==> config.mk <==
export PLATFORM = sky130hd
export DESIGN_NAME = nlr_queue
export DESIGN_NICKNAME = d
export VERILOG_FILES = /design/src/design/nlr_pkg.sv /design/src/design/nlr_queue.sv
export VERILOG_INCLUDE_DIRS = /design/src /design/src/design
export SDC_FILE = /design/constraint.sdc
export NUM_CORES = 1
export LEC_CHECK = 0
export BUFFER_PORTS_ARGS = -buffer_cell sky130_fd_sc_hd__buf_4
export CAP_MARGIN = 5
export CELL_PAD_IN_SITES_DETAIL_PLACEMENT = 1
export CELL_PAD_IN_SITES_GLOBAL_PLACEMENT = 2
export CORE_MARGIN = 2
export CORE_UTILIZATION = 38
export CTS_CLUSTER_SIZE = 25
export DETAILED_ROUTE_END_ITERATION = 6
export GPL_TIMING_DRIVEN = 0
export PLACE_DENSITY_LB_ADDON = 0.05
export SYNTH_ARGS = -nofsm -noshare
export SYNTH_HDL_FRONTEND = slang
export SYNTH_SLANG_ARGS = --single-unit
==> constraint.sdc <==
create_clock -name clk -period 4.6 [get_ports clk]
set_clock_uncertainty 0.15 [all_clocks]
set_input_delay 0.69 -clock clk [delete_from_list [all_inputs] [get_ports clk]]
set_output_delay 0.69 -clock clk [all_outputs]
set_load 0.01 [all_outputs]
==> src/design/nv12_letterbox_resize_to_rgb_defines.svh <==
// Assertion macros for the NV12 letterbox resizer.
// Used by the modules that carry concurrent checks; needs clk and rst in scope.
`ifndef NV12_LETTERBOX_RESIZE_TO_RGB_DEFINES_SVH
`define NV12_LETTERBOX_RESIZE_TO_RGB_DEFINES_SVH

// expression must never hold
`define NLR_ASSERT_NEVER(lbl, expr) \
  lbl: assert property (@(posedge clk) disable iff (rst) !(expr)) \
    else $error("nlr: forbidden condition seen");

// antecedent implies consequent in the same cycle
`define NLR_ASSERT_IMPL(lbl, ante, cons) \
  lbl: assert property (@(posedge clk) disable iff (rst) (ante) |-> (cons)) \
    else $error("nlr: implication failed");

// antecedent implies consequent in the next cycle
`define NLR_ASSERT_NEXT(lbl, ante, cons) \
  lbl: assert property (@(posedge clk) disable iff (rst) (ante) |=> (cons)) \
    else $error("nlr: next-cycle implication failed");

`endif

==> src/design/nlr_pkg.sv <==
// Shared types, constants and helpers of the NV12 letterbox resizer.
// No dependencies; every design module and the testbench import it.
package nlr_pkg;

  localparam int unsigned MAX_WIDTH    = 640;
  localparam int unsigned MAX_HEIGHT   = 480;
  localparam int unsigned MAX_OUT_SIZE = 640;
  localparam int unsigned STORE_DEPTH  = MAX_WIDTH * MAX_HEIGHT * 3 / 2;
  localparam int unsigned DIV_BITS     = 27;
  localparam int unsigned DIV_CNT_W    = $clog2(DIV_BITS);

  localparam logic [7:0] PAD_GREY = 8'd114;

  localparam logic signed [16:0] K_Y  = 17'sd19077;
  localparam logic signed [16:0] K_RV = 17'sd26149;
  localparam logic signed [16:0] K_GU = 17'sd6419;
  localparam logic signed [16:0] K_GV = 17'sd13320;
  localparam logic signed [16:0] K_BU = 17'sd33050;

  localparam logic signed [25:0] Y_OFS = 26'sd1048576;
  localparam logic signed [25:0] C_OFS = 26'sd8388608;

  typedef enum logic [1:0] {
    REG_SRC_WIDTH,
    REG_SRC_HEIGHT,
    REG_OUT_SIZE
  } reg_idx_t;

  typedef enum logic [1:0] {
    CMD_LOAD,
    CMD_BAD,
    CMD_PIX
  } cmd_kind_t;

  typedef struct packed {
    cmd_kind_t   kind;
    logic [18:0] addr;
    logic [7:0]  data;
    logic [9:0]  ox;
    logic [9:0]  oy;
  } cmd_t;

  typedef struct packed {
    logic [9:0] src_width;
    logic [8:0] src_height;
    logic [9:0] out_size;
  } cfg_t;

  typedef enum logic [3:0] {
    ST_IDLE,
    ST_FITW,
    ST_FITH,
    ST_PLACE,
    ST_SX,
    ST_SY,
    ST_COORD,
    ST_ROWS,
    ST_READ,
    ST_CONV,
    ST_FINISH,
    ST_EMIT
  } state_t;

  function automatic logic [7:0] to_byte(input logic signed [43:0] q);
    logic signed [43:0] r;
    begin
      r = (q + 44'sd536870912) >>> 30;
      if (q <= 44'sd0) return 8'd0;
      if (r > 44'sd255) return 8'd255;
      return r[7:0];
    end
  endfunction

endpackage

==> src/design/nlr_queue.sv <==
// Two-entry request queue between the front end and the back end.
// Depends on nlr_pkg and the assertion macro header.
`include "nv12_letterbox_resize_to_rgb_defines.svh"
module nlr_queue (
  input  logic          clk,
  input  logic          rst,
  input  logic          push,
  input  nlr_pkg::cmd_t wr_cmd,
  input  logic          pop,
  output nlr_pkg::cmd_t head,
  output logic          full,
  output logic          empty
);
  import nlr_pkg::*;

  cmd_t       ent [2];
  logic       wptr;
  logic       rptr;
  logic [1:0] cnt;

  always_ff @(posedge clk) begin
    if (rst) begin
      wptr <= 1'b0;
      rptr <= 1'b0;
      cnt  <= 2'd0;
    end else begin
      if (push) begin
        wptr <= !wptr;
      end
      if (pop) begin
        rptr <= !rptr;
      end
      cnt <= cnt + 2'(push) - 2'(pop);
    end
  end

  always_ff @(posedge clk) begin
    if (push) begin
      ent[wptr] <= wr_cmd;
    end
  end

  assign head  = ent[rptr];
  assign full  = cnt == 2'd2;
  assign empty = cnt == 2'd0;

  `NLR_ASSERT_NEVER(a_q_count, cnt == 2'd3)
  `NLR_ASSERT_NEVER(a_q_pop_empty, pop && empty)

endmodule

==> summary.md, run 1 <==
| Metric | Value |
|---|---|
| Critical Path AT | around 1.6 ns |
| Post-synth top area share | 0.775 |
| CTS max path bufs | 2 |
| Total grt overflow | 0 |
| First-pass GRT wire length | 11,200 um |
| Clock transition at path regs | 0.10 ns |
| CP top delay family | buffers and inverters |
| Max rail drop VDD | 0.145 mV |
| DR WL/cell | 16.0 um |
| Register bit total from synthesis | 103 |
| Sequential area share after synthesis | 0.801 |
| Reg area | approximately 0.003 sq mm |
| FF-to-FF Start | wptr |
| WL final | 6830 um |
| Die X | 104 um |
| Synth area leader | edfxtp_1 |
| Crit Path Class | flip-flop to output port |
| Worst EP required | 3.76 ns |
| Cell count along the critical path | 4 |
| R2R setup slack | 2.84 ns |
| Final setup fails | 0 |
| DP Worst Slack | around 2.3 ns |
| Vias in the first global route | about 2,200 |
| Row cnt | 36 |
| Footprint of the multi-input gates | just over 700 sq um |
| Synth warn | 0 |
| # DRC | 0 |
| Final Hold Slack | about 0.37 ns |
| HPWL after detailed placement | 4550 um |
| Mapped Nets | 228 |
| Pre-Repair DR Iteration Count | 4 |
| Setup crit end | head[45] |
| FF-to-FF path depth | 2 |
| Final Hold Viols | 0 |
| Gpl congestion | 0.628 |
| Core Box Area | 0.00973 sq mm |
| # hold bufs at CTS | 0 |
| Nets | 344 |
| WP buf/inv | 3 |
| Initial core utilization | 0.390 |
| Final ANT Viol Nets | 0 |
| Number of DRC markers in iteration 0 | 61 |
| Vias | just under 2,000 |
| Slew at the pin closest to its max-slew limit | 0.824 ns |
| Cells after Synth | 173 |
| LEAKAGE | between 1.5 and 2 nW |
| Final Critical Period | 2.42 ns |
| GRT Util Overall | 0.134 |
| Library cells used by synthesis | 14 |
| PortBufs | 103 |
| Die Y | between 100 and 150 um |
| Clock sink count | 103 |
| CP startpoint kind | flip-flop |
| Vias per cell | 4.53 |
| Maximum net fanout on the critical path | 10 |
| RSZ-0062 raised after global routing | no |
| Dpl cells | 411 |
| Number of diodes | 0 |
| Die area | about 0.011 sq mm |
| Initial antenna violation count | 0 |
| Crit path largest cell delay | 0.41 ns |
| Core Util, Final | 0.510 |
| Max Transition Viols Final | 0 |
| Largest net degree at the start of global routing | 26 |
| Share of layout cells above drive strength 1 | 0.592 |
| Dominant cells by area after synthesis | edfxtp_1, mux2_2, mux2_4 |
| Clk root buf | clkbuf_8 |
| CTS tree | done |
| Max H-tree Level | 3 |
| Worst path slowest cell | dfxtp_1 |
| Outcome | completed |
| Non-Filler Instances | 427 |
| Ports | 104 |
| Fill count | a little under 1,000 |
| Rel. slew slack | 0.449 |
| Setup crit end kind | output port |
| Post-route clock period utilization | 0.526 |
| Area Growth Syn to Fin | 30.8% |
| Setup tns final | 0 ns |
| Avg Cell Area, Syn | 22.0 sq um |
| Setup slack after layout | 2.18 ns |
| Post-cts resize count | 0 |
| TritonCTS Buffers | 9 |
| Post-CTS Repair Setup Buffers | 0 |
| PD cells | a little under 400 mW/mm^2 |
| FF-to-FF End | ent[1][47] |
| Worst-path cell chain | buf_6, buf_8, mux2_4, buf_4 |
| Hold Crit Class | primary input to flip-flop |
| Mapped Area | 0.00380 sq mm |
| Worst-Skew Late Latency | 0.35 ns |
| Max cap viols | 0 |
| Fmax | 413 MHz |
==> cell usage in the layout (no fill, tap or decap), drive strengths merged <==
master,synthesis,routed
nor2b,3,3
buf,5,110
clkbuf,0,11
xnor2,2,2
and2,1,1
mux2,49,49
edfxtp,98,98
xnor3,1,1
bufinv,0,1
inv,2,2
clkinv,0,4
nor2,5,5
dfxtp,5,5
ha,2,2
==> power breakdown <==
group | internal [W] | switching (W)
Clock | 0.000248 | 0.000286
Combinational | 0.000169 | 0.000128
Sequential | 0.00109 | 0.0000164
==> how the worst min path moves through the flow <==
stage | from | to | slack (ns) | cells past startpoint
after floorplan | rptr | flip-flop | 0.33 | 2
after global placement | rptr | rptr | 0.35 | 2
after detailed placement | rptr | rptr | 0.36 | 2
after CTS | wr_cmd[7] | ent[0][7] | 0.34 | 1
after global routing | wr_cmd[0] | ent[1][0] | 0.34 | 1
final | wr_cmd[46] | ent[0][46] | 0.37 | 1
==> area by class of cell <==
class	instances	share of cell area
flip-flops and latches	103	0.613
repair buffers	105	0.164
multi-input cells	63	0.142
well taps	133	0.0335
clock buffers	11	0.0265
clock inverters	5	0.00983
plain buffers	5	0.00983
inverters	2	0.00151
==> metrics by stage <==
step	cell area (sq um)	total power, W
6_report	4970	0.00194
5_1_grt	4970	0.00203
4_1_cts	4970	0.00197
3_5_place_dp	4790	0.00143
3_3_place_gp	4740	0.00143
2_1_floorplan	3800	0.00128
==> layer usage <==
metal	share of wire	GRT usage	wire [um]	vias to the layer above
met1	0.44	0.174	3000	967
met4	0.020	0.0666	135	0
met2	0.50	0.213	3390	59
met3	0.044	0.0313	304	10
met5	0	0	0	-
li1	-	-	-	900
==> logic make-up after synthesis <==
logic type	after synthesis	synth area share
flip-flops	103	0.801
adder cells (fa/ha/maj)	2	0.00659
multiplexers	49	0.155
XOR/XNOR	3	0.0105
AND/OR/NAND/NOR	9	0.0115
buffers and inverters	7	0.0148
==> sequential cells by signal, indices dropped and copies added (netlist names), named ones only <==
signal  count
rptr        1
ent        98
cnt         2
wptr        1
==> cells in the mapped netlist <==
| library cell | number |
|---|---|
| edfxtp_1 | 98 |
| mux2_2 | 39 |
| mux2_4 | 10 |
| dfxtp_1 | 5 |
| nor2_1 | 5 |
| buf_4 | 3 |
| nor2b_1 | 3 |
| ha_1 | 2 |
| inv_1 | 2 |
| xnor2_1 | 2 |
| and2_1 | 1 |
| buf_6 | 1 |
| buf_8 | 1 |
| xnor3_1 | 1 |
Power figures use the tool's default switching activity.
==> inputs of run 2 (changes only) <==
--- a/config.mk
+++ b/config.mk
@@ -6,12 +6,13 @@
 export SDC_FILE = /design/constraint.sdc
 export NUM_CORES = 1
 export LEC_CHECK = 0
+export ABC_AREA = 1
 export BUFFER_PORTS_ARGS = -buffer_cell sky130_fd_sc_hd__buf_4
 export CAP_MARGIN = 5
 export CELL_PAD_IN_SITES_DETAIL_PLACEMENT = 1
 export CELL_PAD_IN_SITES_GLOBAL_PLACEMENT = 2
 export CORE_MARGIN = 2
-export CORE_UTILIZATION = 38
+export CORE_UTILIZATION = 34
 export CTS_CLUSTER_SIZE = 25
 export DETAILED_ROUTE_END_ITERATION = 6
 export GPL_TIMING_DRIVEN = 0
==> constraint.sdc (replaced) <==
create_clock -name clk -period 2.2 [get_ports clk]
set_clock_uncertainty 0.15 [all_clocks]
set_input_delay 0.33 -clock clk [delete_from_list [all_inputs] [get_ports clk]]
set_output_delay 0.33 -clock clk [all_outputs]
set_load 0.01 [all_outputs]
==> run 2 against run 1 <==
Effect of this change: global-route usage shrank 0.95 points; combinational power grew 120%; flip-flop and latch count is the same; count of clock-buffer cells in the layout shrank 1; via count grew 11%; highest routed layer unchanged; design area grew 10%; core utilization shrank 0.77 points; sequential share of layout area shrank 5.7 points; setup slack lost 2.1 ns; largest cell class unchanged; die area grew 12%; synthesized cell count grew 5.8%.
==> summary.md, run 2 <==
| Metric | Value |
|---|---|
| Final ANT Viol Nets | 0 (unchanged) |
| Most common cell after layout, fill and taps aside | buf_4 |
| Total grt overflow | 0 (unchanged) |
| Post-route clock period utilization | 0.951 |
| Max cap viols | 0 (unchanged) |
| Setup crit end kind | output port |
| Largest regs | ent: 98 flops, cnt: 2 flops |
| Pre-Repair DR Iteration Count | 4 (unchanged) |
| Cells after Synth | 183 (+5.8%) |
| WL final | 7350 um (+7.6%) |
| Worst-path cell chain | buf_6, buf_8, mux2_4, buf_4 |
| Main flop type after synthesis | edfxtp_1 |
| Outcome | completed |
| Post-synth top area share | 0.773 (-0.00153) |
| Setup crit end | head[44] |
| Core Box Area | 0.0109 sq mm (+12%) |
| Max rail drop VDD | 0.380 mV (+160%) |
| Switching pwr | 0.000930 W (+120%) |
| Vias per cell | 4.39 (-3.1%) |
| Gpl congestion | 0.647 (+3.2%) |
| Max reg flops | 98 (unchanged) |
| GRT Util Overall | 0.125 (-0.00954) |
| Max H-tree Level | 3 (unchanged) |
| Ys async rst share | 0 (unchanged) |
| PortBufs | 103 (unchanged) |
| Row cnt | 38 (+5.6%) |
| Area Growth Syn to Fin | 43.9% |
| CP top delay family | buffers and inverters |
| Clock sink count | 103 (unchanged) |
| Most frequent cells in the layout | buf_4, edfxtp_1, dlygate4sd3_1, mux2_2, mux2_4 |
| Tot Pwr | 0.00421 W (+120%) |
| Switching part of the total | 0.221 (-0.000964) |
| Comb power frac | 0.152 (about the same) |
| Worst path slowest cell | dfxtp_1 |
| Worst EP required | 1.72 ns (-2.04 ns) |
| Hold Crit Class | primary input to flip-flop |
| FF-to-FF End | ent[0][41] |
| Initial antenna violation count | 0 (unchanged) |
| PD cells | 770 mW/mm^2 (+97%) |
| Reg area | 0.00304 sq mm (unchanged) |
| FF-to-FF Start | wptr |
| RSZ-0062 raised after global routing | no |
| Biggest register | ent |
| Top cells by count, synth | edfxtp_1, mux2_2, mux2_4, inv_1, nor2_1 |
| Register bit total from synthesis | 103 (unchanged) |
| Clock network power share | 0.304 (+0.029) |
| Initial core utilization | 0.349 (-0.0408) |
| Mapped Nets | 238 (+4.4%) |
| Final Hold Viols | 0 (unchanged) |
| DR WL/cell | 15.0 um (-6.3%) |
| Vias in the first global route | 2,232 (+3.3%) |
| Most frequent cell after synthesis | edfxtp_1 |
| TritonCTS Buffers | 9 (unchanged) |
| Sequential share of power | 0.544 (-0.028) |
| Fin area | 0.00547 sq mm (+10%) |
| Rel. slew slack | 0.461 (+0.0122) |
| First-pass GRT wire length | 11,200 um (unchanged) |
| LEAKAGE | 2.10 nW (+12%) |
| Largest net degree at the start of global routing | 33 (+27%) |
| Worst-Skew Late Latency | 0.34 ns (about the same) |
| Max Transition Viols Final | 0 (unchanged) |
| Slew at the pin closest to its max-slew limit | 0.806 ns (-0.0184 ns) |
| # DRC | 0 (unchanged) |
| EDFF count, synth | 98 (unchanged) |
| Die area | 0.0121 sq mm (+12%) |
| Die Y | 110 um (+5.6%) |
| Synth warn | 0 (unchanged) |
| Final setup fails | 0 (unchanged) |
| Mapped Area | 0.00380 sq mm (+0.20%) |
| Die X | 110 um (+5.6%) |
| Crit Path Class | flip-flop to output port |
| FF-to-FF path depth | 2 (unchanged) |
| Ports | 104 (unchanged) |
| HPWL after detailed placement | 4770 um (+4.8%) |
| Dominant cells by area after synthesis | edfxtp_1, mux2_2, mux2_4 |
| Share of layout cells above drive strength 1 | 0.504 (-0.0875) |
| Hold path startpoint | wr_cmd[33] |
| Nets | 399 (+16%) |
| Placed cell area | 0.00480 sq mm (+0.31%) |
| Final Critical Period | 2.09 ns |
| Internal power component | 0.00328 W (+120%) |
| R2R setup slack | 0.46 ns (-2.38 ns) |
| CTS tree | done |
| CTS max path bufs | 2 (unchanged) |
| Footprint of the multi-input gates | 691 sq um (-2.3%) |
| Cell count along the critical path | 4 (unchanged) |
| CP startpoint kind | flip-flop |
| Fill count | 1,053 (+9.5%) |
| Sequential area share after synthesis | 0.800 (-0.00158) |
| Library cells used by synthesis | 15 (+1) |
| Maximum net fanout on the critical path | 10 (unchanged) |
| Avg Cell Area, Syn | 20.8 sq um (-5.3%) |
| Number of DRC markers in iteration 0 | 56 (-8.2%) |
| Crit path largest cell delay | 0.43 ns (+0.02 ns) |
| WP buf/inv | 3 (unchanged) |
| Critical Path AT | 1.61 ns (+0.03 ns) |
| Synth area leader | edfxtp_1 |
| Fmax | between 400 and 500 MHz |
| Clk root buf | clkbuf_8 |
| Vias | 2,152 (+11%) |
| Clock transition at path regs | 0.09 ns (about the same) |
run 2: cell count changes in the layout (fill, tap and decap cells not counted), moves of 2 or more:
cell | previous run | this run
nor2_1 | 5 | 7
clkinv_2 | 3 | 0
inv_1 | 2 | 7
dlygate4sd3_1 | 0 | 45
inv_6 | 0 | 2
nor2b_1 | 2 | 0
nand2_1 | 0 | 4
clkinvlp_4 | 0 | 2
run 2: how the worst min path moves through the flow:
stage / end / slack [ns] / cells past startpoint
2_1_floorplan: cnt[0] / 0.25 / 1
3_3_place_gp: rptr / 0.35 / 2
3_5_place_dp: rptr / 0.37 / 2
4_1_cts: ent[1][33] / 0.0004 / 1
5_1_grt: ent[0][6] / 0.0004 / 1
6_report: ent[1][33] / 0.02 / 1
run 2: area by class of cell:
| class | count | share of cell area |
|---|---|---|
| tap | 140 | 0.0320 |
| multi-input combinational | 67 | 0.126 |
| buffer | 5 | 0.00891 |
| antenna | 1 | 0.000457 |
| inverter | 8 | 0.00549 |
| clock buffer | 10 | 0.0233 |
| clock inverter | 6 | 0.0169 |
| timing repair buffer | 150 | 0.231 |
| sequential | 103 | 0.556 |
run 2: through the flow:
step | setup TNS, ns | hold WS [ns] | cells | util | setup slack, ns
final | 0 | 0.0192 | 490 | 0.503 | 0.109
after detailed placement | 0 | 0.367 | 428 | 0.441 | 0.280
after floorplan | 0 | 0.251 | 183 | - | 0.00870
after global routing | 0 | 0.000426 | 489 | 0.503 | 0.00814
after global placement | -76.61 | 0.346 | 426 | 0.437 | -1.03
after CTS | 0 | 0.000353 | 488 | 0.502 | 0.0370
run 2: layer usage:
metal	global-route usage	share of wire
met1	0.156	0.44
met2	0.204	0.50
met3	0.0338	0.051
met4	0.0515	0.013
met5	0	0
run 2: power groups by stage:
| stage | clock network, W | logic (W) | registers, W |
|---|---|---|---|
| 3_5_place_dp | 0 | 0.000587 | 0.00234 |
| 5_1_grt | 0.00140 | 0.000694 | 0.00230 |
| 3_3_place_gp | 0 | 0.000571 | 0.00234 |
| 4_1_cts | 0.00134 | 0.000653 | 0.00229 |
| 2_1_floorplan | 0 | 0.000288 | 0.00233 |
| 6_report | 0.00128 | 0.000640 | 0.00229 |
run 2: cells by family (layout without fill, tap and decap cells):
group | Yosys count | in the layout | share of synthesized area
buffers and inverters | 13 | 179 | 0.0207
and+or+nand+nor | 14 | 14 | 0.0145
other | 0 | 1 | 0
DFF | 103 | 103 | 0.800
adders and majority gates | 2 | 2 | 0.00658
xor gates and xnor gates | 1 | 1 | 0.00230
muxes | 49 | 49 | 0.155
AOI/OAI and AO/OA | 1 | 1 | 0.00131
run 2: what timing repair did:
item / CTS / global route
hold buffers: 44 / 1
buffers inserted: 0 / 0
endpoints found under the hold margin: 83 / 2
gates resized for setup: 0 / 0
