$ cat src/design/nv12_letterbox_resize_to_rgb_defines.svh
// Assertion macros for the NV12 letterbox resizer.
// Used by the modules that carry concurrent checks; needs clk and rst in scope.
`ifndef NV12_LETTERBOX_RESIZE_TO_RGB_DEFINES_SVH
`define NV12_LETTERBOX_RESIZE_TO_RGB_DEFINES_SVH

// expression must never hold
`define NLR_ASSERT_NEVER(lbl, expr) \
  lbl: assert property (@(posedge clk) disable iff (rst) !(expr)) \
    else $error("nlr: forbidden condition seen");

// antecedent implies consequent in the same cycle
`define NLR_ASSERT_IMPL(lbl, ante, cons) \
  lbl: assert property (@(posedge clk) disable iff (rst) (ante) |-> (cons)) \
    else $error("nlr: implication failed");

// antecedent implies consequent in the next cycle
`define NLR_ASSERT_NEXT(lbl, ante, cons) \
  lbl: assert property (@(posedge clk) disable iff (rst) (ante) |=> (cons)) \
    else $error("nlr: next-cycle implication failed");

`endif

$ cat src/design/nlr_pkg.sv
// Shared types, constants and helpers of the NV12 letterbox resizer.
// No dependencies; every design module and the testbench import it.
package nlr_pkg;

  localparam int unsigned MAX_WIDTH    = 640;
  localparam int unsigned MAX_HEIGHT   = 480;
  localparam int unsigned MAX_OUT_SIZE = 640;
  localparam int unsigned STORE_DEPTH  = MAX_WIDTH * MAX_HEIGHT * 3 / 2;
  localparam int unsigned DIV_BITS     = 27;
  localparam int unsigned DIV_CNT_W    = $clog2(DIV_BITS);

  localparam logic [7:0] PAD_GREY = 8'd114;

  localparam logic signed [16:0] K_Y  = 17'sd19077;
  localparam logic signed [16:0] K_RV = 17'sd26149;
  localparam logic signed [16:0] K_GU = 17'sd6419;
  localparam logic signed [16:0] K_GV = 17'sd13320;
  localparam logic signed [16:0] K_BU = 17'sd33050;

  localparam logic signed [25:0] Y_OFS = 26'sd1048576;
  localparam logic signed [25:0] C_OFS = 26'sd8388608;

  typedef enum logic [1:0] {
    REG_SRC_WIDTH,
    REG_SRC_HEIGHT,
    REG_OUT_SIZE
  } reg_idx_t;

  typedef enum logic [1:0] {
    CMD_LOAD,
    CMD_BAD,
    CMD_PIX
  } cmd_kind_t;

  typedef struct packed {
    cmd_kind_t   kind;
    logic [18:0] addr;
    logic [7:0]  data;
    logic [9:0]  ox;
    logic [9:0]  oy;
  } cmd_t;

  typedef struct packed {
    logic [9:0] src_width;
    logic [8:0] src_height;
    logic [9:0] out_size;
  } cfg_t;

  typedef enum logic [3:0] {
    ST_IDLE,
    ST_FITW,
    ST_FITH,
    ST_PLACE,
    ST_SX,
    ST_SY,
    ST_COORD,
    ST_ROWS,
    ST_READ,
    ST_CONV,
    ST_FINISH,
    ST_EMIT
  } state_t;

  function automatic logic [7:0] to_byte(input logic signed [43:0] q);
    logic signed [43:0] r;
    begin
      r = (q + 44'sd536870912) >>> 30;
      if (q <= 44'sd0) return 8'd0;
      if (r > 44'sd255) return 8'd255;
      return r[7:0];
    end
  endfunction

endpackage

$ cat src/design/nlr_ifs.sv
// Channel interfaces of the NV12 letterbox resizer: request in, pixel out, config.
// Stand-alone; no package needed.
interface nlr_in_if;
  logic        valid;
  logic        ready;
  logic        mode;
  logic [18:0] byte_address;
  logic [7:0]  byte_value;
  logic [9:0]  out_x;
  logic [9:0]  out_y;
  modport source(output valid, mode, byte_address, byte_value, out_x, out_y, input ready);
  modport sink(input valid, mode, byte_address, byte_value, out_x, out_y, output ready);
endinterface


$ cat src/design/nlr_front.sv
// Front end: accepts requests and classifies them as load, bad-config or pixel.
// Depends on nlr_pkg and nlr_in_if.
module nlr_front (
  nlr_in_if.sink         src,
  input  nlr_pkg::cfg_t  cfg,
  input  logic           full,
  output logic           push,
  output nlr_pkg::cmd_t  cmd
);
  import nlr_pkg::*;

  logic bad;

  always_comb begin
    bad = (cfg.src_width < 10'd2) || cfg.src_width[0] ||
          (cfg.src_width > 10'(MAX_WIDTH)) ||
          (cfg.src_height < 9'd2) || cfg.src_height[0] ||
          ({1'b0, cfg.src_height} > 10'(MAX_HEIGHT)) ||
          (cfg.out_size == 10'd0) || (cfg.out_size > 10'(MAX_OUT_SIZE));
    cmd.addr = src.byte_address;
    cmd.data = src.byte_value;
    cmd.ox   = src.out_x;
    cmd.oy   = src.out_y;
    if (!src.mode) begin
      cmd.kind = CMD_LOAD;
    end else if (bad) begin
      cmd.kind = CMD_BAD;
    end else begin
      cmd.kind = CMD_PIX;
    end
  end

  assign src.ready = !full;
  assign push      = src.valid && !full;

endmodule

$ cat src/flat_wrapper.sv
// flat-port wrapper written by rule: the top's interface ports become plain ports
module nlr_front_flat import nlr_pkg::*;
  (cfg, full, push, cmd, src_valid, src_mode, src_byte_address, src_byte_value, src_out_x, src_out_y, src_ready);
  nlr_in_if src_i ();
  input  nlr_pkg::cfg_t cfg;
  input  logic full;
  output logic push;
  output nlr_pkg::cmd_t cmd;
  input wire logic [$bits(src_i.valid)-1:0] src_valid;
  input wire logic [$bits(src_i.mode)-1:0] src_mode;
  input wire logic [$bits(src_i.byte_address)-1:0] src_byte_address;
  input wire logic [$bits(src_i.byte_value)-1:0] src_byte_value;
  input wire logic [$bits(src_i.out_x)-1:0] src_out_x;
  input wire logic [$bits(src_i.out_y)-1:0] src_out_y;
  output wire logic [$bits(src_i.ready)-1:0] src_ready;
  assign src_i.valid = src_valid;
  assign src_i.mode = src_mode;
  assign src_i.byte_address = src_byte_address;
  assign src_i.byte_value = src_byte_value;
  assign src_i.out_x = src_out_x;
  assign src_i.out_y = src_out_y;
  assign src_ready = src_i.ready;
  nlr_front u_core (.src(src_i), .cfg(cfg), .full(full), .push(push), .cmd(cmd));
endmodule
$ cat config.mk
export PLATFORM = sky130hd
export DESIGN_NAME = nlr_front_flat
export DESIGN_NICKNAME = d
export VERILOG_FILES = /design/src/design/nv12_letterbox_resize_to_rgb_defines.svh /design/src/design/nlr_pkg.sv /design/src/design/nlr_ifs.sv /design/src/design/nlr_front.sv /design/src/flat_wrapper.sv
export SDC_FILE = /design/constraint.sdc
export NUM_CORES = 1
export LEC_CHECK = 0
export BUFFER_PORTS_ARGS = -buffer_cell sky130_fd_sc_hd__buf_2
export CAP_MARGIN = 20
export CORE_MARGIN = 5
export CORE_UTILIZATION = 24
export DETAILED_ROUTE_END_ITERATION = 10
export GPL_ROUTABILITY_DRIVEN = 0
export PLACE_DENSITY = 0.88
export SLEW_MARGIN = 20
export SYNTH_ARGS = -nofsm -noshare
export SYNTH_HDL_FRONTEND = slang
export SYNTH_SLANG_ARGS = --single-unit
$ cat constraint.sdc
create_clock -name vclk -period 3
set_clock_uncertainty 0.2 [all_clocks]
set_input_delay 0.3 -clock vclk [all_inputs]
set_output_delay 0.3 -clock vclk [all_outputs]
set_load 0.01 [all_outputs]
==> results of run 1 <==
[path summary, 6_finish.rpt]
path               from      end  slack, ns  cells past startpoint
min   src_byte_value[7]  cmd[27]       0.40                      0
max             cfg[23]  cmd[47]       1.05                      6
[synthesized netlist by cell type (all sizes together)]
cell type  count  area share
nand2          4       0.029
nor2           1      0.0072
nand4          2       0.024
nor3           3       0.029
a21oi          2       0.019
a31o           2       0.034
a211oi         1       0.014
nor4           5        0.11
nor2b          1       0.012
inv            2       0.014
o31a           1       0.017
or2            1       0.012
buf           47        0.68
[final cells by class]
| class | instances | area share |
|---|---|---|
| inverters | 2 | 0.01961 |
| well taps | 27 | 0.08824 |
| multi-input cells | 23 | 0.4216 |
| repair buffers | 36 | 0.4706 |
[through the flow]
step | hold slack [ns] | utilization
after floorplan | 0.4435 | -
after global placement | 0.4001 | 0.1894
after detailed placement | 0.4001 | 0.1894
after CTS | 0.4001 | 0.1894
after global routing | 0.4000 | 0.1894
final | 0.4000 | 0.1894
[cell usage in the layout, fill, tap and decap left out, types with 2 or more instances in the layout]
| cell | netlist | routed |
|---|---|---|
| nor4_1 | 2 | 2 |
| a21oi_1 | 2 | 2 |
| nor4_2 | 2 | 2 |
| nand4_1 | 2 | 2 |
| nand2_1 | 4 | 4 |
| buf_2 | 0 | 36 |
| nor3_1 | 3 | 3 |
| inv_1 | 2 | 2 |
[power groups by stage]
stage	logic [W]	registers, W	clock network [W]
finish	0.0000399	0	0
global route	0.0000448	0	0
CTS	0.0000407	0	0
detailed placement	0.0000407	0	0
global placement	0.0000398	0	0
floorplan	0.0000765	0	0
[layer usage]
| metal | vias up | routed length, um | GRT usage | share of wire |
|---|---|---|---|---|
| met5 | - | 0 | 0 | 0 |
| met4 | 0 | 53 | 0.04068 | 0.046 |
| li1 | 172 | - | - | - |
| met3 | 16 | 261 | 0.03211 | 0.23 |
| met1 | 169 | 312 | 0.05256 | 0.27 |
| met2 | 54 | 519 | 0.1007 | 0.45 |
[cell families (layout without fill, tap and decap cells)]
kind of cell,Yosys count,in the layout,synth area share
AOI/OAI and AO/OA,6,6,0.08395
buffers and inverters,49,38,0.6907
and+or+nand+nor,17,17,0.2254
==> results.md, run 1 <==
- Die area: 0.003206 mm2
- Post-route ant nets: 0
- Status: finished clean
- Antenna violations before repair: 0
- Max-cap violations: 0
- Area after DPL: 382.9 um2
- Starting Density: 0.2580
- Dpl hpwl: 1075 um
- Int Power: 0.00002249 W
- Hold WC Path Type: input port to output pin
- Sw frac: 0.4369
- Min Tclk post-route: 1.954 ns
- Post-synthesis sequential area ratio: 0
- Die Width: 56.63 um
- GRT Overall Usage: 0.05902
- Crit path kind: input port to output pin
- Largest net degree at the start of global routing: 4
- Minimum setup slack after placement: 1.025 ns
- Power per Cell Area: 104.3 mW/mm2
- Max IR drop VDD: 0.03137 mV
- Setup bufs post-CTS: 0
- Final nets: 142
- Critical path buffer and inverter count: 2
- Final WL: 1147 um
- Relative slew slack: 0.8069
- Post-synth cell types: 16
- Slew of the pin with the lowest slew margin: 0.2869 ns
- Die Y: 56.63 um
- Congestion Overflow GR: 0
- Switch Pwr: 0.00001745 W
- Gate power share: 1.000
- Slew Viols, Final: 0
- Clock Power Share: 0
- Post-synthesis instance area: 521.8 um2
- Drt first pass iters: 2
- Slowest cell on crit path: nor4_2
- RSZ-0062 raised after global routing: no
- Crit-path max cell delay: 0.32 ns
- First-pass GRT wire length: 1621 um
- Worst setup EP type: output pin
- Gate Count Post-Synth: 72
- Tcrit/Tclk final: 0.6515
- Core Footprint: 0.002022 mm2
- TNS Setup: 0 ns
- Fraction of layout cells with a size suffix above 1: 0.6721
- Post-CTS Resized: 0
- Area growth, synth to finish: -26.62%
- Avg WL per Cell: 13.03 um
- # setup viols final: 0
- Setup crit start kind: input port
- Area of the multi-input gates: 161.4 um2
- Synthesized Nets: 151
- I/O Buffers: 36
- Fmax: 511.7 MHz
- Vias per cell: 4.670
- Non-Filler Instances: 88
- YS warnings: 0
- Iter 0 DRT Violations: 13
- Cell Count Post-Placement: 88
- Most used cell, CP: buf_2
- IO Count: 130
- Final hold viol count: 0
- Vias: 411
- Critical Path RT: 2.50 ns
- # fillers: 231
- Leakage: 0.1903 nW
- PnR worst setup slack: 1.046 ns
- Via count of the first global-routing pass: 390
- Top Family by Delay on Critical Path: compound AO/OA/AOI/OAI gates
- Ant. Diodes: 0
- Syn avg cell area: 7.247 um2
- Crit path cell chain: buf_2, nor4_2, a21oi_1, a31o_2, o31a_1, buf_2
- Drt drc: 0
- Clock buffers: 0
- Cell Rows: 16
- Crit Path Max Fanout: 2
- Reg power frac: 0
- Register cell area after layout: 0 um2
- Design area: 382.9 um2
- Seq cells: 0
- Power Total: 0.00003994 W
- WP data arrival: 1.45 ns
- Hold Buf Count CTS: 0
(Power assumes the default switching activity.)
==> run 2, diff against run 1 <==
--- a/config.mk
+++ b/config.mk
@@ -8,10 +8,10 @@
 export BUFFER_PORTS_ARGS = -buffer_cell sky130_fd_sc_hd__buf_2
 export CAP_MARGIN = 20
 export CORE_MARGIN = 5
-export CORE_UTILIZATION = 24
+export CORE_UTILIZATION = 23
 export DETAILED_ROUTE_END_ITERATION = 10
 export GPL_ROUTABILITY_DRIVEN = 0
-export PLACE_DENSITY = 0.88
+export PLACE_DENSITY = 0.85
 export SLEW_MARGIN = 20
 export SYNTH_ARGS = -nofsm -noshare
 export SYNTH_HDL_FRONTEND = slang
==> constraint.sdc (replaced) <==
create_clock -name vclk -period 2
set_clock_uncertainty 0.2 [all_clocks]
set_input_delay 0.2 -clock vclk [all_inputs]
set_output_delay 0.2 -clock vclk [all_outputs]
set_load 0.01 [all_outputs]
==> results.md, run 2 (same netlist as run 1, synthesis figures left out) <==
- Status: finished clean
- Cell Rows: 17
- Most used cell, CP: buf_2
- Hold WC Path Type: input port to output pin
- Final nets: 142
- Iter 0 DRT Violations: 6
- Slowest cell on crit path: nor4_1
- Critical Path RT: 1.60 ns
- Drt drc: 0
- Relative slew slack: 0.7840
- Crit Path Max Fanout: 2
- Fraction of layout cells with a size suffix above 1: 0.6721
- Register cell area after layout: 0 um2
- Max IR drop VDD: 0.07886 mV
- Tcrit/Tclk final: 0.8866
- Minimum setup slack after placement: 0.2238 ns
- Final WL: 1048 um
- Fmax: 564.0 MHz
- Vias: 371
- Power per Cell Area: 158.2 mW/mm2
- I/O Buffers: 36
- Power Total: 0.00006075 W
- Starting Density: 0.2381
- Via count of the first global-routing pass: 393
- PnR worst setup slack: 0.2268 ns
- Hold Buf Count CTS: 0
- WP data arrival: 1.37 ns
- # fillers: 252
- Commonest non-fill, non-tap cell in the layout: buf_2
- Vias per cell: 4.169
- Crit path cell chain: buf_2, nor4_1, or2_2, nand4_1, o31a_1, buf_2
- Core Footprint: 0.002191 mm2
- First-pass GRT wire length: 1621 um
- Post-route ant nets: 0
- # setup viols final: 0
- Final hold viol count: 0
- Min Tclk post-route: 1.773 ns
- Ant. Diodes: 0
- Area growth, synth to finish: -26.38%
- Seq cells: 0
- Antenna violations before repair: 0
- Die area: 0.003321 mm2
- Die Width: 57.63 um
- Dpl hpwl: 977.1 um
- Max-cap violations: 0
- TNS Setup: 0 ns
- Setup crit start kind: input port
- Crit-path max cell delay: 0.34 ns
- Largest net degree at the start of global routing: 4
- Leakage: 0.1903 nW
- Cell Count Post-Placement: 89
- Most frequent cells in the layout: buf_2, nand2_1, nor3_1
- Avg WL per Cell: 11.78 um
- Die Y: 57.63 um
- Final hold slack: 0.2000 ns
- IO Count: 130
- Drt first pass iters: 2
- Worst setup EP type: output pin
- Clock buffers: 0
- Slew of the pin with the lowest slew margin: 0.3211 ns
- RSZ-0062 raised after global routing: no
- Setup bufs post-CTS: 0
- Non-Filler Instances: 89
- Congestion Overflow GR: 0
- GRT Overall Usage: 0.05708
- Post-CTS Resized: 0
- Slew Viols, Final: 0
- Crit path kind: input port to output pin
## run 2: per-stage QoR
step / util / cell area [um2]
2_1_floorplan: - / 521.8
3_3_place_gp: 0.1753 / 384.1
3_5_place_dp: 0.1753 / 384.1
4_1_cts: 0.1753 / 384.1
5_1_grt: 0.1753 / 384.1
6_report: 0.1753 / 384.1
## run 2: worst paths after layout
check | to | slack, ns | from | depth (start not counted)
setup / recovery | cmd[47] | 0.23 | cfg[13] | 6
hold / removal | cmd[13] | 0.20 | src_out_x[3] | 0
## run 2: area by class of cell
class | instances | area (um2) | share of cell area
tap | 28 | 35.03 | 0.09121
timing repair buffer | 36 | 180.2 | 0.4691
inverter | 2 | 7.507 | 0.01954
multi-input combinational | 23 | 161.4 | 0.4202
## run 2: worst max-delay path, delay by kind of cell
kind	cells	cell delay, ns
buffers and inverters	2	0.24
AOI/OAI and AO/OA	1	0.30
and+or+nand+nor	3	0.63
## run 2: power breakdown
group | internal, W | leakage, nW | switching, W
combinational | 0.0000338 | 0.190 | 0.0000270
clock | 0 | 0 | 0
sequential | 0 | 0 | 0
## run 2: per-layer routing
metal  wire length [um]  up-vias  global-route usage  share of wire
li1                   -      174                   -              -
met5                  0        -                   0              0
met2                606       26              0.1129           0.58
met3                121        2             0.02450           0.12
met1                316      169             0.05423           0.30
met4                  4        0            0.009934         0.0038
==> run 3, diff against run 2 <==
--- a/config.mk
+++ b/config.mk
@@ -5,13 +5,14 @@
 export SDC_FILE = /design/constraint.sdc
 export NUM_CORES = 1
 export LEC_CHECK = 0
+export ABC_AREA = 1
 export BUFFER_PORTS_ARGS = -buffer_cell sky130_fd_sc_hd__buf_2
 export CAP_MARGIN = 20
 export CORE_MARGIN = 5
-export CORE_UTILIZATION = 23
+export CORE_UTILIZATION = 27
 export DETAILED_ROUTE_END_ITERATION = 10
 export GPL_ROUTABILITY_DRIVEN = 0
-export PLACE_DENSITY = 0.85
+export PLACE_DENSITY = 0.89
 export SLEW_MARGIN = 20
 export SYNTH_ARGS = -nofsm -noshare
 export SYNTH_HDL_FRONTEND = slang
==> constraint.sdc (replaced) <==
create_clock -name vclk -period 2.1
set_clock_uncertainty 0.2 [all_clocks]
set_input_delay 0.21 -clock vclk [all_inputs]
set_output_delay 0.21 -clock vclk [all_outputs]
set_load 0.01 [all_outputs]
==> results.md, run 3 <==
- Status: finished clean
- Post-CTS Resized: 0
- Fmax: 671.0 MHz
- Power per Cell Area: 134.5 mW/mm2
- Synthesized Nets: 190
- Congestion Overflow GR: 0
- Hold WC Path Type: input port to output pin
- IO Count: 130
- Clock buffers: 0
- Top-count cell post-synth: buf_4
- Register cell area after layout: 0 um2
- Worst setup EP type: output pin
- Slew of the pin with the lowest slew margin: 0.1975 ns
- Relative slew slack: 0.8669
- Final hold viol count: 0
- Post-synth cell types: 10
- Crit Path Max Fanout: 2
- Drt first pass iters: 2
- First-pass GRT wire length: 1731 um
- Largest net degree at the start of global routing: 4
- Iter 0 DRT Violations: 7
- Crit path kind: input port to output pin
- RSZ-0062 raised after global routing: no
- Cell Count Post-Placement: 128
- PnR worst setup slack: 0.6096 ns
- TNS Setup: 0 ns
- Minimum setup slack after placement: 0.5878 ns
- Post-route ant nets: 0
- M1 GR Usage: 0.05952
- M2 GR Usage: 0.09194
- I/O Buffers: 36
- Yosys top cell by area: buf_4
- Vias: 510
- Leakage: 0.3120 nW
- Setup crit start kind: input port
- Die Width: 57.61 um
- Worst Setup SP: cfg[12]
- Slew Viols, Final: 0
- Vias per cell: 3.984
- Starting Density: 0.2793
- Avg WL per Cell: 9.453 um
- Core Footprint: 0.002191 mm2
- Die Y: 57.61 um
- Main area contributors after synthesis: buf_4, nor2_1, nand2_1, inv_1, nor2_2
- YS warnings: 0
- Ant. Diodes: 0
- Post-synth top area share: 0.5767
- Final WL: 1210 um
- Seq cells: 0
- Gate Count Post-Synth: 111
- Hold_sp: src_out_x[3]
- Non-Filler Instances: 128
- Final nets: 181
- Most frequent cells in the layout: buf_2, nor2_1, nand2_1, inv_1
- Met3 track demand over resource: 0.04299
- Setup bufs post-CTS: 0
- Area growth, synth to finish: -22.49%
- Hold Buf Count CTS: 0
- Antenna violations before repair: 0
- Top post-synthesis cells by count: buf_4, nor2_1, nand2_1, inv_1
- # fillers: 275
- Post-synthesis sequential area ratio: 0
- Fraction of layout cells with a size suffix above 1: 0.3800
- Critical Path RT: 1.69 ns
- Dpl hpwl: 1089 um
- WP data arrival: 1.08 ns
- Syn avg cell area: 5.512 um2
- Tcrit/Tclk final: 0.7097
- Post-synthesis instance area: 611.8 um2
- Commonest non-fill, non-tap cell in the layout: buf_2
- Global route hottest layer: met2
- Cell Rows: 17
- GRT Overall Usage: 0.06184
- Max IR drop VDD: 0.04274 mV
- Die area: 0.003318 mm2
- Drt drc: 0
- # setup viols final: 0
- Max-cap violations: 0
- Via count of the first global-routing pass: 445
- Min Tclk post-route: 1.490 ns
[run 3: stage by stage]
step	power, W	hold WS, ns	instance area (um2)	util
4_1_cts	0.00006494	0.2201	474.2	0.2164
2_1_floorplan	0.0001188	0.2635	611.8	-
3_3_place_gp	0.00006352	0.2201	474.2	0.2164
3_5_place_dp	0.00006456	0.2201	474.2	0.2164
6_report	0.00006378	0.2200	474.2	0.2164
5_1_grt	0.00007387	0.2200	474.2	0.2164
[run 3: worst paths after layout]
kind,cells past startpoint,end,slack [ns]
max,10,cmd[47],0.61
min,0,cmd[13],0.22
[run 3: cell type report]
| class | count | area, um2 | area share |
|---|---|---|---|
| Inverter | 14 | 52.55 | 0.1108 |
| Multi-Input combinational cell | 50 | 206.4 | 0.4354 |
| Tap cell | 28 | 35.03 | 0.07388 |
| Timing Repair Buffer | 36 | 180.2 | 0.3799 |
[run 3: critical path, stage by stage]
cell	delay, ns
buf_2	0.09
nor2_1	0.12
nand3_1	0.10
nand2_1	0.08
inv_1	0.04
nor2_1	0.11
nand2_1	0.06
nor2_1	0.10
nor2_1	0.04
buf_2	0.13
[run 3: power by group]
group | internal, W | switching [W] | total, W | leakage (nW)
Combinational | 0.0000344 | 0.0000293 | 0.0000638 | 0.312
Clock | 0 | 0 | 0 | 0
Sequential | 0 | 0 | 0 | 0
[run 3: cells by family (layout without fill, tap and decap cells)]
logic type | after synthesis | count (layout) | share of synthesized area
buffers and inverters | 61 | 50 | 0.6626
and+or+nand+nor | 47 | 47 | 0.3088
AOI/OAI and AO/OA | 3 | 3 | 0.02864
[run 3: layer usage]
metal  routed length [um]  vias to the layer above
met5                    0                        -
li1                     -                      257
met2                  486                       48
met3                  279                       16
met4                   77                        0
met1                  367                      189
